==> src/sacl_pkg.sv <==
// Shared types, constants and helpers for the set-associative cache lookup unit.
// Used by sacl_store, sacl_ctrl, set_assoc_cache_lru_lookup_unit and the dv checker and testbench.
package sacl_pkg;

   localparam int MAX_SET_BITS = 10;
   localparam int MAX_WAYS     = 8;
   localparam int OFFSET_MAX   = 16;

   localparam int WAY_W     = $clog2(MAX_WAYS);
   localparam int SET_W     = MAX_SET_BITS;
   localparam int LINE_AW   = SET_W + WAY_W;
   localparam int SETS      = 1 << SET_W;
   localparam int LINES     = SETS * MAX_WAYS;
   localparam int ADDR_W    = 64;
   localparam int TAG_W     = 62;
   localparam int STAMP_W   = 64;
   localparam int TOTAL_W   = 32;
   localparam int SETB_W    = 4;
   localparam int OFFB_W    = 5;
   localparam int WAYSB_W   = 4;
   localparam int CSR_IDX_W = 2;
   localparam int CSR_DAT_W = 5;

   localparam logic [CSR_IDX_W-1:0] CSR_SET_BITS    = 2'd0;
   localparam logic [CSR_IDX_W-1:0] CSR_OFFSET_BITS = 2'd1;
   localparam logic [CSR_IDX_W-1:0] CSR_WAYS_USED   = 2'd2;

   typedef enum logic [1:0] {
      ST_CLEAR,
      ST_IDLE,
      ST_SCAN,
      ST_WRITE
   } state_type;

   typedef struct packed {
      logic [SETB_W-1:0]  set_bits;
      logic [OFFB_W-1:0]  offset_bits;
      logic [WAYSB_W-1:0] ways_used;
   } cfg_type;

   typedef struct packed {
      logic [LINE_AW-1:0]  rd_addr;
      logic                vrow_rd;
      logic [LINE_AW-1:0]  wr_addr;
      logic                tag_wr;
      logic [TAG_W-1:0]    wr_tag;
      logic                stamp_wr;
      logic [STAMP_W-1:0]  wr_stamp;
      logic                vrow_wr;
      logic [MAX_WAYS-1:0] wr_vrow;
   } store_cmd_type;

   typedef struct packed {
      logic               hit;
      logic               evicted;
      logic [WAY_W-1:0]   way;
      logic [TOTAL_W-1:0] hit_total;
      logic [TOTAL_W-1:0] miss_total;
      logic [TOTAL_W-1:0] eviction_total;
   } result_type;

   function automatic logic [SETB_W-1:0] clamp_set_bits(input logic [SETB_W-1:0] v);
      if (v == '0) return SETB_W'(1);
      if (v > SETB_W'(MAX_SET_BITS)) return SETB_W'(MAX_SET_BITS);
      return v;
   endfunction

   function automatic logic [OFFB_W-1:0] clamp_offset_bits(input logic [OFFB_W-1:0] v);
      if (v == '0) return OFFB_W'(1);
      if (v > OFFB_W'(OFFSET_MAX)) return OFFB_W'(OFFSET_MAX);
      return v;
   endfunction

   function automatic logic [WAYSB_W-1:0] clamp_ways(input logic [WAYSB_W-1:0] v);
      if (v == '0) return WAYSB_W'(1);
      if (v > WAYSB_W'(MAX_WAYS)) return WAYSB_W'(MAX_WAYS);
      return v;
   endfunction

   function automatic logic [TOTAL_W-1:0] sat_inc(input logic [TOTAL_W-1:0] v);
      return (v == '1) ? v : v + TOTAL_W'(1);
   endfunction

endpackage

==> src/sacl_ctrl.sv <==
// Lookup sequencer: clears valid rows after reset, scans the ways of a set one per cycle
// through a shared tag/stamp compare, then writes back the chosen line. Depends on sacl_pkg.
module sacl_ctrl
   import sacl_pkg::*;
(
   input  logic                clock,
   input  logic                reset,
   input  cfg_type             cfg,
   input  logic                req_valid,
   output logic                req_ready,
   input  logic [ADDR_W-1:0]   req_address,
   output store_cmd_type       cmd,
   input  logic [TAG_W-1:0]    rd_tag,
   input  logic [STAMP_W-1:0]  rd_stamp,
   input  logic [MAX_WAYS-1:0] rd_vrow,
   input  logic                out_free,
   output logic                res_load,
   output result_type          res
);

   state_type state_ff, state_in;

   logic [SET_W-1:0]   set_ff, set_in;
   logic [TAG_W-1:0]   tag_ff, tag_in;
   logic [WAYSB_W-1:0] ways_ff, ways_in;
   logic [WAY_W-1:0]   cmp_way_ff, cmp_way_in;
   logic               hit_ff, hit_in;
   logic [WAY_W-1:0]   hit_way_ff, hit_way_in;
   logic               free_ff, free_in;
   logic [WAY_W-1:0]   free_way_ff, free_way_in;
   logic [STAMP_W-1:0] oldest_ff, oldest_in;
   logic [WAY_W-1:0]   lru_way_ff, lru_way_in;
   logic [STAMP_W-1:0] clock_ff, clock_in;
   logic [TOTAL_W-1:0] hits_ff, hits_in;
   logic [TOTAL_W-1:0] misses_ff, misses_in;
   logic [TOTAL_W-1:0] evicts_ff, evicts_in;
   logic [SET_W-1:0]   clr_ff, clr_in;

   logic [SET_W:0]     mask_wide;
   logic [ADDR_W-1:0]  set_shift;
   logic [5:0]         tag_shamt;
   logic [ADDR_W-1:0]  tag_shift;
   logic [SET_W-1:0]   set_calc;
   logic [TAG_W-1:0]   tag_calc;
   logic               line_valid;
   logic               tag_match;
   logic               stamp_older;
   logic               last_way;
   logic [WAY_W-1:0]   chosen;
   logic               evict;

   always_comb begin
      mask_wide = ({{SET_W{1'b0}}, 1'b1} << cfg.set_bits) - (SET_W+1)'(1);
      set_shift = req_address >> cfg.offset_bits;
      set_calc  = set_shift[SET_W-1:0] & mask_wide[SET_W-1:0];
      tag_shamt = {1'b0, cfg.offset_bits} + {2'b00, cfg.set_bits};
      tag_shift = req_address >> tag_shamt;
      tag_calc  = tag_shift[TAG_W-1:0];
   end

   always_comb begin
      line_valid  = rd_vrow[cmp_way_ff];
      tag_match   = line_valid && (rd_tag == tag_ff);
      stamp_older = (cmp_way_ff == '0) || (rd_stamp < oldest_ff);
      last_way    = ({1'b0, cmp_way_ff} == (ways_ff - WAYSB_W'(1)));
      evict       = !hit_ff && !free_ff;
      if (hit_ff) begin
         chosen = hit_way_ff;
      end else if (free_ff) begin
         chosen = free_way_ff;
      end else begin
         chosen = lru_way_ff;
      end
   end

   always_ff @(posedge clock) begin
      if (reset) begin
         state_ff  <= ST_CLEAR;
         clr_ff    <= '0;
         clock_ff  <= STAMP_W'(1);
         hits_ff   <= '0;
         misses_ff <= '0;
         evicts_ff <= '0;
      end else begin
         state_ff  <= state_in;
         clr_ff    <= clr_in;
         clock_ff  <= clock_in;
         hits_ff   <= hits_in;
         misses_ff <= misses_in;
         evicts_ff <= evicts_in;
      end
   end

   always_ff @(posedge clock) begin
      set_ff      <= set_in;
      tag_ff      <= tag_in;
      ways_ff     <= ways_in;
      cmp_way_ff  <= cmp_way_in;
      hit_ff      <= hit_in;
      hit_way_ff  <= hit_way_in;
      free_ff     <= free_in;
      free_way_ff <= free_way_in;
      oldest_ff   <= oldest_in;
      lru_way_ff  <= lru_way_in;
   end

   always_comb begin
      state_in    = state_ff;
      set_in      = set_ff;
      tag_in      = tag_ff;
      ways_in     = ways_ff;
      cmp_way_in  = cmp_way_ff;
      hit_in      = hit_ff;
      hit_way_in  = hit_way_ff;
      free_in     = free_ff;
      free_way_in = free_way_ff;
      oldest_in   = oldest_ff;
      lru_way_in  = lru_way_ff;
      clock_in    = clock_ff;
      hits_in     = hits_ff;
      misses_in   = misses_ff;
      evicts_in   = evicts_ff;
      clr_in      = clr_ff;

      req_ready = 1'b0;
      res_load  = 1'b0;

      cmd          = '0;
      cmd.rd_addr  = {set_ff, cmp_way_ff + WAY_W'(1)};
      cmd.wr_addr  = {set_ff, chosen};
      cmd.wr_tag   = tag_ff;
      cmd.wr_stamp = clock_ff;
      cmd.wr_vrow  = rd_vrow | (MAX_WAYS'(1) << chosen);

      res.hit            = hit_ff;
      res.evicted        = evict;
      res.way            = chosen;
      res.hit_total      = hit_ff ? sat_inc(hits_ff) : hits_ff;
      res.miss_total     = hit_ff ? misses_ff : sat_inc(misses_ff);
      res.eviction_total = evict ? sat_inc(evicts_ff) : evicts_ff;

      case (state_ff)
         ST_CLEAR: begin
            cmd.wr_addr = {clr_ff, {WAY_W{1'b0}}};
            cmd.wr_vrow = '0;
            cmd.vrow_wr = 1'b1;
            clr_in      = clr_ff + SET_W'(1);
            if (clr_ff == '1) begin
               state_in = ST_IDLE;
            end
         end
         ST_IDLE: begin
            req_ready   = 1'b1;
            cmd.rd_addr = {set_calc, {WAY_W{1'b0}}};
            cmd.vrow_rd = req_valid;
            if (req_valid) begin
               set_in     = set_calc;
               tag_in     = tag_calc;
               ways_in    = cfg.ways_used;
               cmp_way_in = '0;
               hit_in     = 1'b0;
               free_in    = 1'b0;
               state_in   = ST_SCAN;
            end
         end
         ST_SCAN: begin
            if (stamp_older) begin
               oldest_in  = rd_stamp;
               lru_way_in = cmp_way_ff;
            end
            if (!line_valid && !free_ff) begin
               free_in     = 1'b1;
               free_way_in = cmp_way_ff;
            end
            if (tag_match) begin
               hit_in     = 1'b1;
               hit_way_in = cmp_way_ff;
               state_in   = ST_WRITE;
            end else if (last_way) begin
               state_in = ST_WRITE;
            end else begin
               cmp_way_in = cmp_way_ff + WAY_W'(1);
            end
         end
         ST_WRITE: begin
            if (out_free) begin
               cmd.stamp_wr = 1'b1;
               cmd.tag_wr   = !hit_ff;
               cmd.vrow_wr  = !hit_ff;
               res_load     = 1'b1;
               clock_in     = clock_ff + STAMP_W'(1);
               hits_in      = res.hit_total;
               misses_in    = res.miss_total;
               evicts_in    = res.eviction_total;
               state_in     = ST_IDLE;
            end
         end
         default: begin
            state_in = ST_IDLE;
         end
      endcase
   end

endmodule

==> config.mk <==
export PLATFORM = sky130hd
export DESIGN_NAME = sacl_ctrl
export DESIGN_NICKNAME = d
export VERILOG_FILES = /design/src/sacl_pkg.sv /design/src/sacl_ctrl.sv
export SDC_FILE = /design/constraint.sdc
export NUM_CORES = 1
export LEC_CHECK = 0
export BUFFER_PORTS_ARGS = -buffer_cell sky130_fd_sc_hd__buf_2
export CAP_MARGIN = 40
export CELL_PAD_IN_SITES_DETAIL_PLACEMENT = 1
export CELL_PAD_IN_SITES_GLOBAL_PLACEMENT = 2
export CORE_MARGIN = 2
export CORE_UTILIZATION = 34
export CTS_CLUSTER_SIZE = 30
export DETAILED_ROUTE_END_ITERATION = 10
export PLACE_DENSITY = 0.78
export SLEW_MARGIN = 40
export SYNTH_ARGS = -nofsm -noshare
export SYNTH_HDL_FRONTEND = slang
export SYNTH_SLANG_ARGS = --single-unit
==> constraint.sdc <==
create_clock -name clock -period 8.26 [get_ports clock]
set_input_delay 1.652 -clock clock [delete_from_list [all_inputs] [get_ports clock]]
set_output_delay 1.652 -clock clock [all_outputs]
set_load 0.01 [all_outputs]
==> flow_metrics.tcl <==
set metrics [dict create \
    powerDensity_mw_per_mm2 175 \
    combinational_family_with_the_most_area_after_synthesis "simple AND/OR/NAND/NOR gates" \
    total_leakage_power_nw 11.6 \
    num-nets-final 3217 \
    timing_worst_slew_pin_value_ns 0.802 \
    hold_ws_ns 0.501 \
    finalWorstSetupSlack_ns 2.23 \
    design.core.area_mm2 0.0661 \
    placementRows 94 \
    post_synthesis_share_of_cell_area_spent_on_full_adders_half_adders_and_majority_gates 0.0453 \
    inserted_clock_buffers 43 \
    synth_edf_count 154 \
    post_cts_resize_count 0 \
    cts_tree "built" \
    unrepaired_setup_endpoints_after_global_routing "no" \
    clk_transition_reported_paths_ns 0.06 \
    vias_per_cell 5.44 \
    starting_density_of_the_core 0.345 \
    detailroute.via_count 20800 \
    finalHoldViolations 0 \
    clk_latency_ns 0.57 \
    dieArea_mm2 0.0691 \
    max-vdd-ir-drop_v 0.000101 \
    area_fraction_in_and_or_nand_and_nor_cells_after_synthesis 0.214 \
    dpl_worst_slack_ns 1.97 \
    synth.yosys.warnings 0 \
    cts_post_setup_buffers_inserted 0 \
    crit_fanout 31 \
    layoutNonFillerInstCount 3819 \
    initialDrtViolationCount 1215 \
    drt_pre_antenna_iters 5 \
    critPathCaptureType "output port" \
    place.gp.congestion 0.910 \
    ctsLongestPathBuffers 3 \
    grt.overflow.total 0 \
    number_of_hold_repair_buffers_added_at_the_cts_stage 0 \
    worst_ep_arrival_time_ns 4.38 \
    avgSynthCellArea_um2 9.08 \
    final.period_utilization 0.730 \
    synth.distinct_cells 80 \
    synth_top_flop_cell "sky130_fd_sc_hd__dfxtp_1" \
    top_cell_types_by_occurrence_after_synthesis "351 x sky130_fd_sc_hd__nor2_1, 272 x sky130_fd_sc_hd__nand2_1, 179 x sky130_fd_sc_hd__xor2_1" \
    yosys.cell_count.top_type "sky130_fd_sc_hd__nor2_1" \
    synth_compound_gate_area_share 0.0843 \
    netlist_top_cells_area "sky130_fd_sc_hd__edfxtp_1 20%, sky130_fd_sc_hd__dfxtp_1 15%, sky130_fd_sc_hd__mux4_2 7.5%, sky130_fd_sc_hd__xor2_1 6.9%, sky130_fd_sc_hd__nor2_1 5.8%" \
    max_cap_violations 0 \
    synthesis.nets 2807 \
    htree_num_levels 2 \
    place_inst 3738 \
    detail-route-antenna-nets 0 \
    areaGrowthSynthToFinish_pct 20.0 \
    min-delay-path-class "flip-flop to flip-flop" \
    grt_max_degree 77 \
    number_of_antenna_violations_at_the_first_check_in_global_routing 4 \
    die_height_um 263 \
    crit_path_start_kind "primary input" \
    netlist.area_leader.share 0.203 \
    sequential_fraction_of_the_synthesis_area 0.354 \
    post-route-drc-count 0 \
    fp.dieW_um 263 \
    finalWorstPathRequiredPeriod_ns 6.03 \
    run_status "completed" \
    timing.final.setup_violations 0 \
    synthesis.area_mm2 0.0228 \
    synth_largest_area_cell "sky130_fd_sc_hd__edfxtp_1" \
    post_route_cells_drive_above_1_share 0.246 \
    setup_total_negative_slack_ns 0 \
    final.setup_skew_ns 0.0122 \
    grt_first_pass_wirelength_um 132000 \
    normalized_max_slew_margin 0.465 \
    synth_async_sr_flop_share 0 \
    setup_crit_path_kind "primary input to output port" \
    hpwlAfterDp_um 67100 \
    pin_count 482 \
    grt.total_usage 0.241 \
    finalMaxSlewViolations 0 \
    yosys.area_share.xor_xnor 0.119 \
    port-buffer-count 481 \
    synth_seq_cells 326 \
    grt_pass1_vias 21600 \
    critPathRequiredTime_ns 6.61 \
    avgRoutedWirePerCell_um 22.4 \
    cts.sinks 326 \
    synth.area.mux_share 0.140 \
    drt-total-wl_um 85400 \
    netlist_instances 2510 \
    achievable-frequency_mhz 166 \
    clockRootBuffer "sky130_fd_sc_hd__clkbuf_16" \
]
[final cells by class]
type | count | area [um^2]
inverter | 100 | 375
fill | 7737 | 38700
tap | 864 | 1080
clock buffer | 59 | 1200
clock inverter | 17 | 136
antenna | 4 | 10.0
sequential | 326 | 8070
multi-input combinational | 1944 | 13900
timing repair buffer | 505 | 2610
[power by group]
part	switching, mW	internal, mW	leakage, nW	total [mW]
registers	0.0269	1.74	2.78	1.77
clock network	0.769	1.05	0.660	1.82
logic	0.742	0.448	8.19	1.19
total	1.54	3.24	11.6	4.78
[routing by layer]
layer / vias to the layer above / part of all wire / GRT usage
li1: 9747 / - / -
met1: 10300 / 0.44 / 0.315
met2: 535 / 0.49 / 0.416
met3: 129 / 0.043 / 0.0320
met4: 0 / 0.026 / 0.0709
met5: - / 0 / 0
[registers in the layout (all words and copies together), names as in the netlist, 4 cells and up]
signal	flops
ways_ff	4
set_ff	10
tag_ff	62
clr_ff	10
oldest_ff	64
misses_ff	32
hits_ff	32
evicts_ff	32
clock_ff	64
[placed cells by master, fill, tap and decap left out, types with 43 or more instances in the layout]
cell	instances
sky130_fd_sc_hd__mux4_2	76
sky130_fd_sc_hd__xor2_1	178
sky130_fd_sc_hd__o21ai_0	51
sky130_fd_sc_hd__inv_1	97
sky130_fd_sc_hd__a21oi_1	125
sky130_fd_sc_hd__nand3_1	75
sky130_fd_sc_hd__buf_2	480
sky130_fd_sc_hd__dfxtp_1	172
sky130_fd_sc_hd__ha_1	79
sky130_fd_sc_hd__nand2_1	272
sky130_fd_sc_hd__clkbuf_16	43
sky130_fd_sc_hd__edfxtp_1	154
sky130_fd_sc_hd__xnor2_1	126
sky130_fd_sc_hd__nor2_1	350
sky130_fd_sc_hd__mux2i_1	105
sky130_fd_sc_hd__nor3_1	54
sky130_fd_sc_hd__nand4_1	68
[final timing paths]
kind                startpoint       endpoint  slack [ns]  cells past startpoint
setup reg to reg   state_ff[0]  lru_way_ff[1]        4.80                      8
setup / recovery        cfg[5]       cmd[163]        2.23                     10
hold / removal    misses_ff[1]   misses_ff[1]        0.50                      2
hold reg to reg   misses_ff[1]   misses_ff[1]        0.50                      2
[cells by family after synthesis]
group / Yosys count
and+or+nand+nor: 1022
DFF: 326
AOI/OAI and AO/OA: 310
xor gates and xnor gates: 310
buffers and inverters: 240
muxes: 220
adders and majority gates: 82
[worst max-delay path: stages]
cell                      delay (ns)
sky130_fd_sc_hd__buf_2          0.37
sky130_fd_sc_hd__buf_4          0.49
sky130_fd_sc_hd__mux2i_1        0.18
sky130_fd_sc_hd__mux2_2         0.33
sky130_fd_sc_hd__nor2_1         0.11
sky130_fd_sc_hd__a21oi_1        0.08
sky130_fd_sc_hd__mux4_2         0.51
sky130_fd_sc_hd__nor3b_1        0.30
sky130_fd_sc_hd__mux2_2         0.21
sky130_fd_sc_hd__buf_2          0.15
[stage by stage]
stage / total power, mW / instance area, um^2 / utilization
floorplan: 2.56 / 22800 / -
global placement: 2.96 / 26000 / 0.393
detailed placement: 2.98 / 26000 / 0.393
CTS: 4.82 / 27300 / 0.413
global route: 5.00 / 27400 / 0.414
finish: 4.78 / 27400 / 0.414
Note: power is estimated with default switching activity, not from simulation.
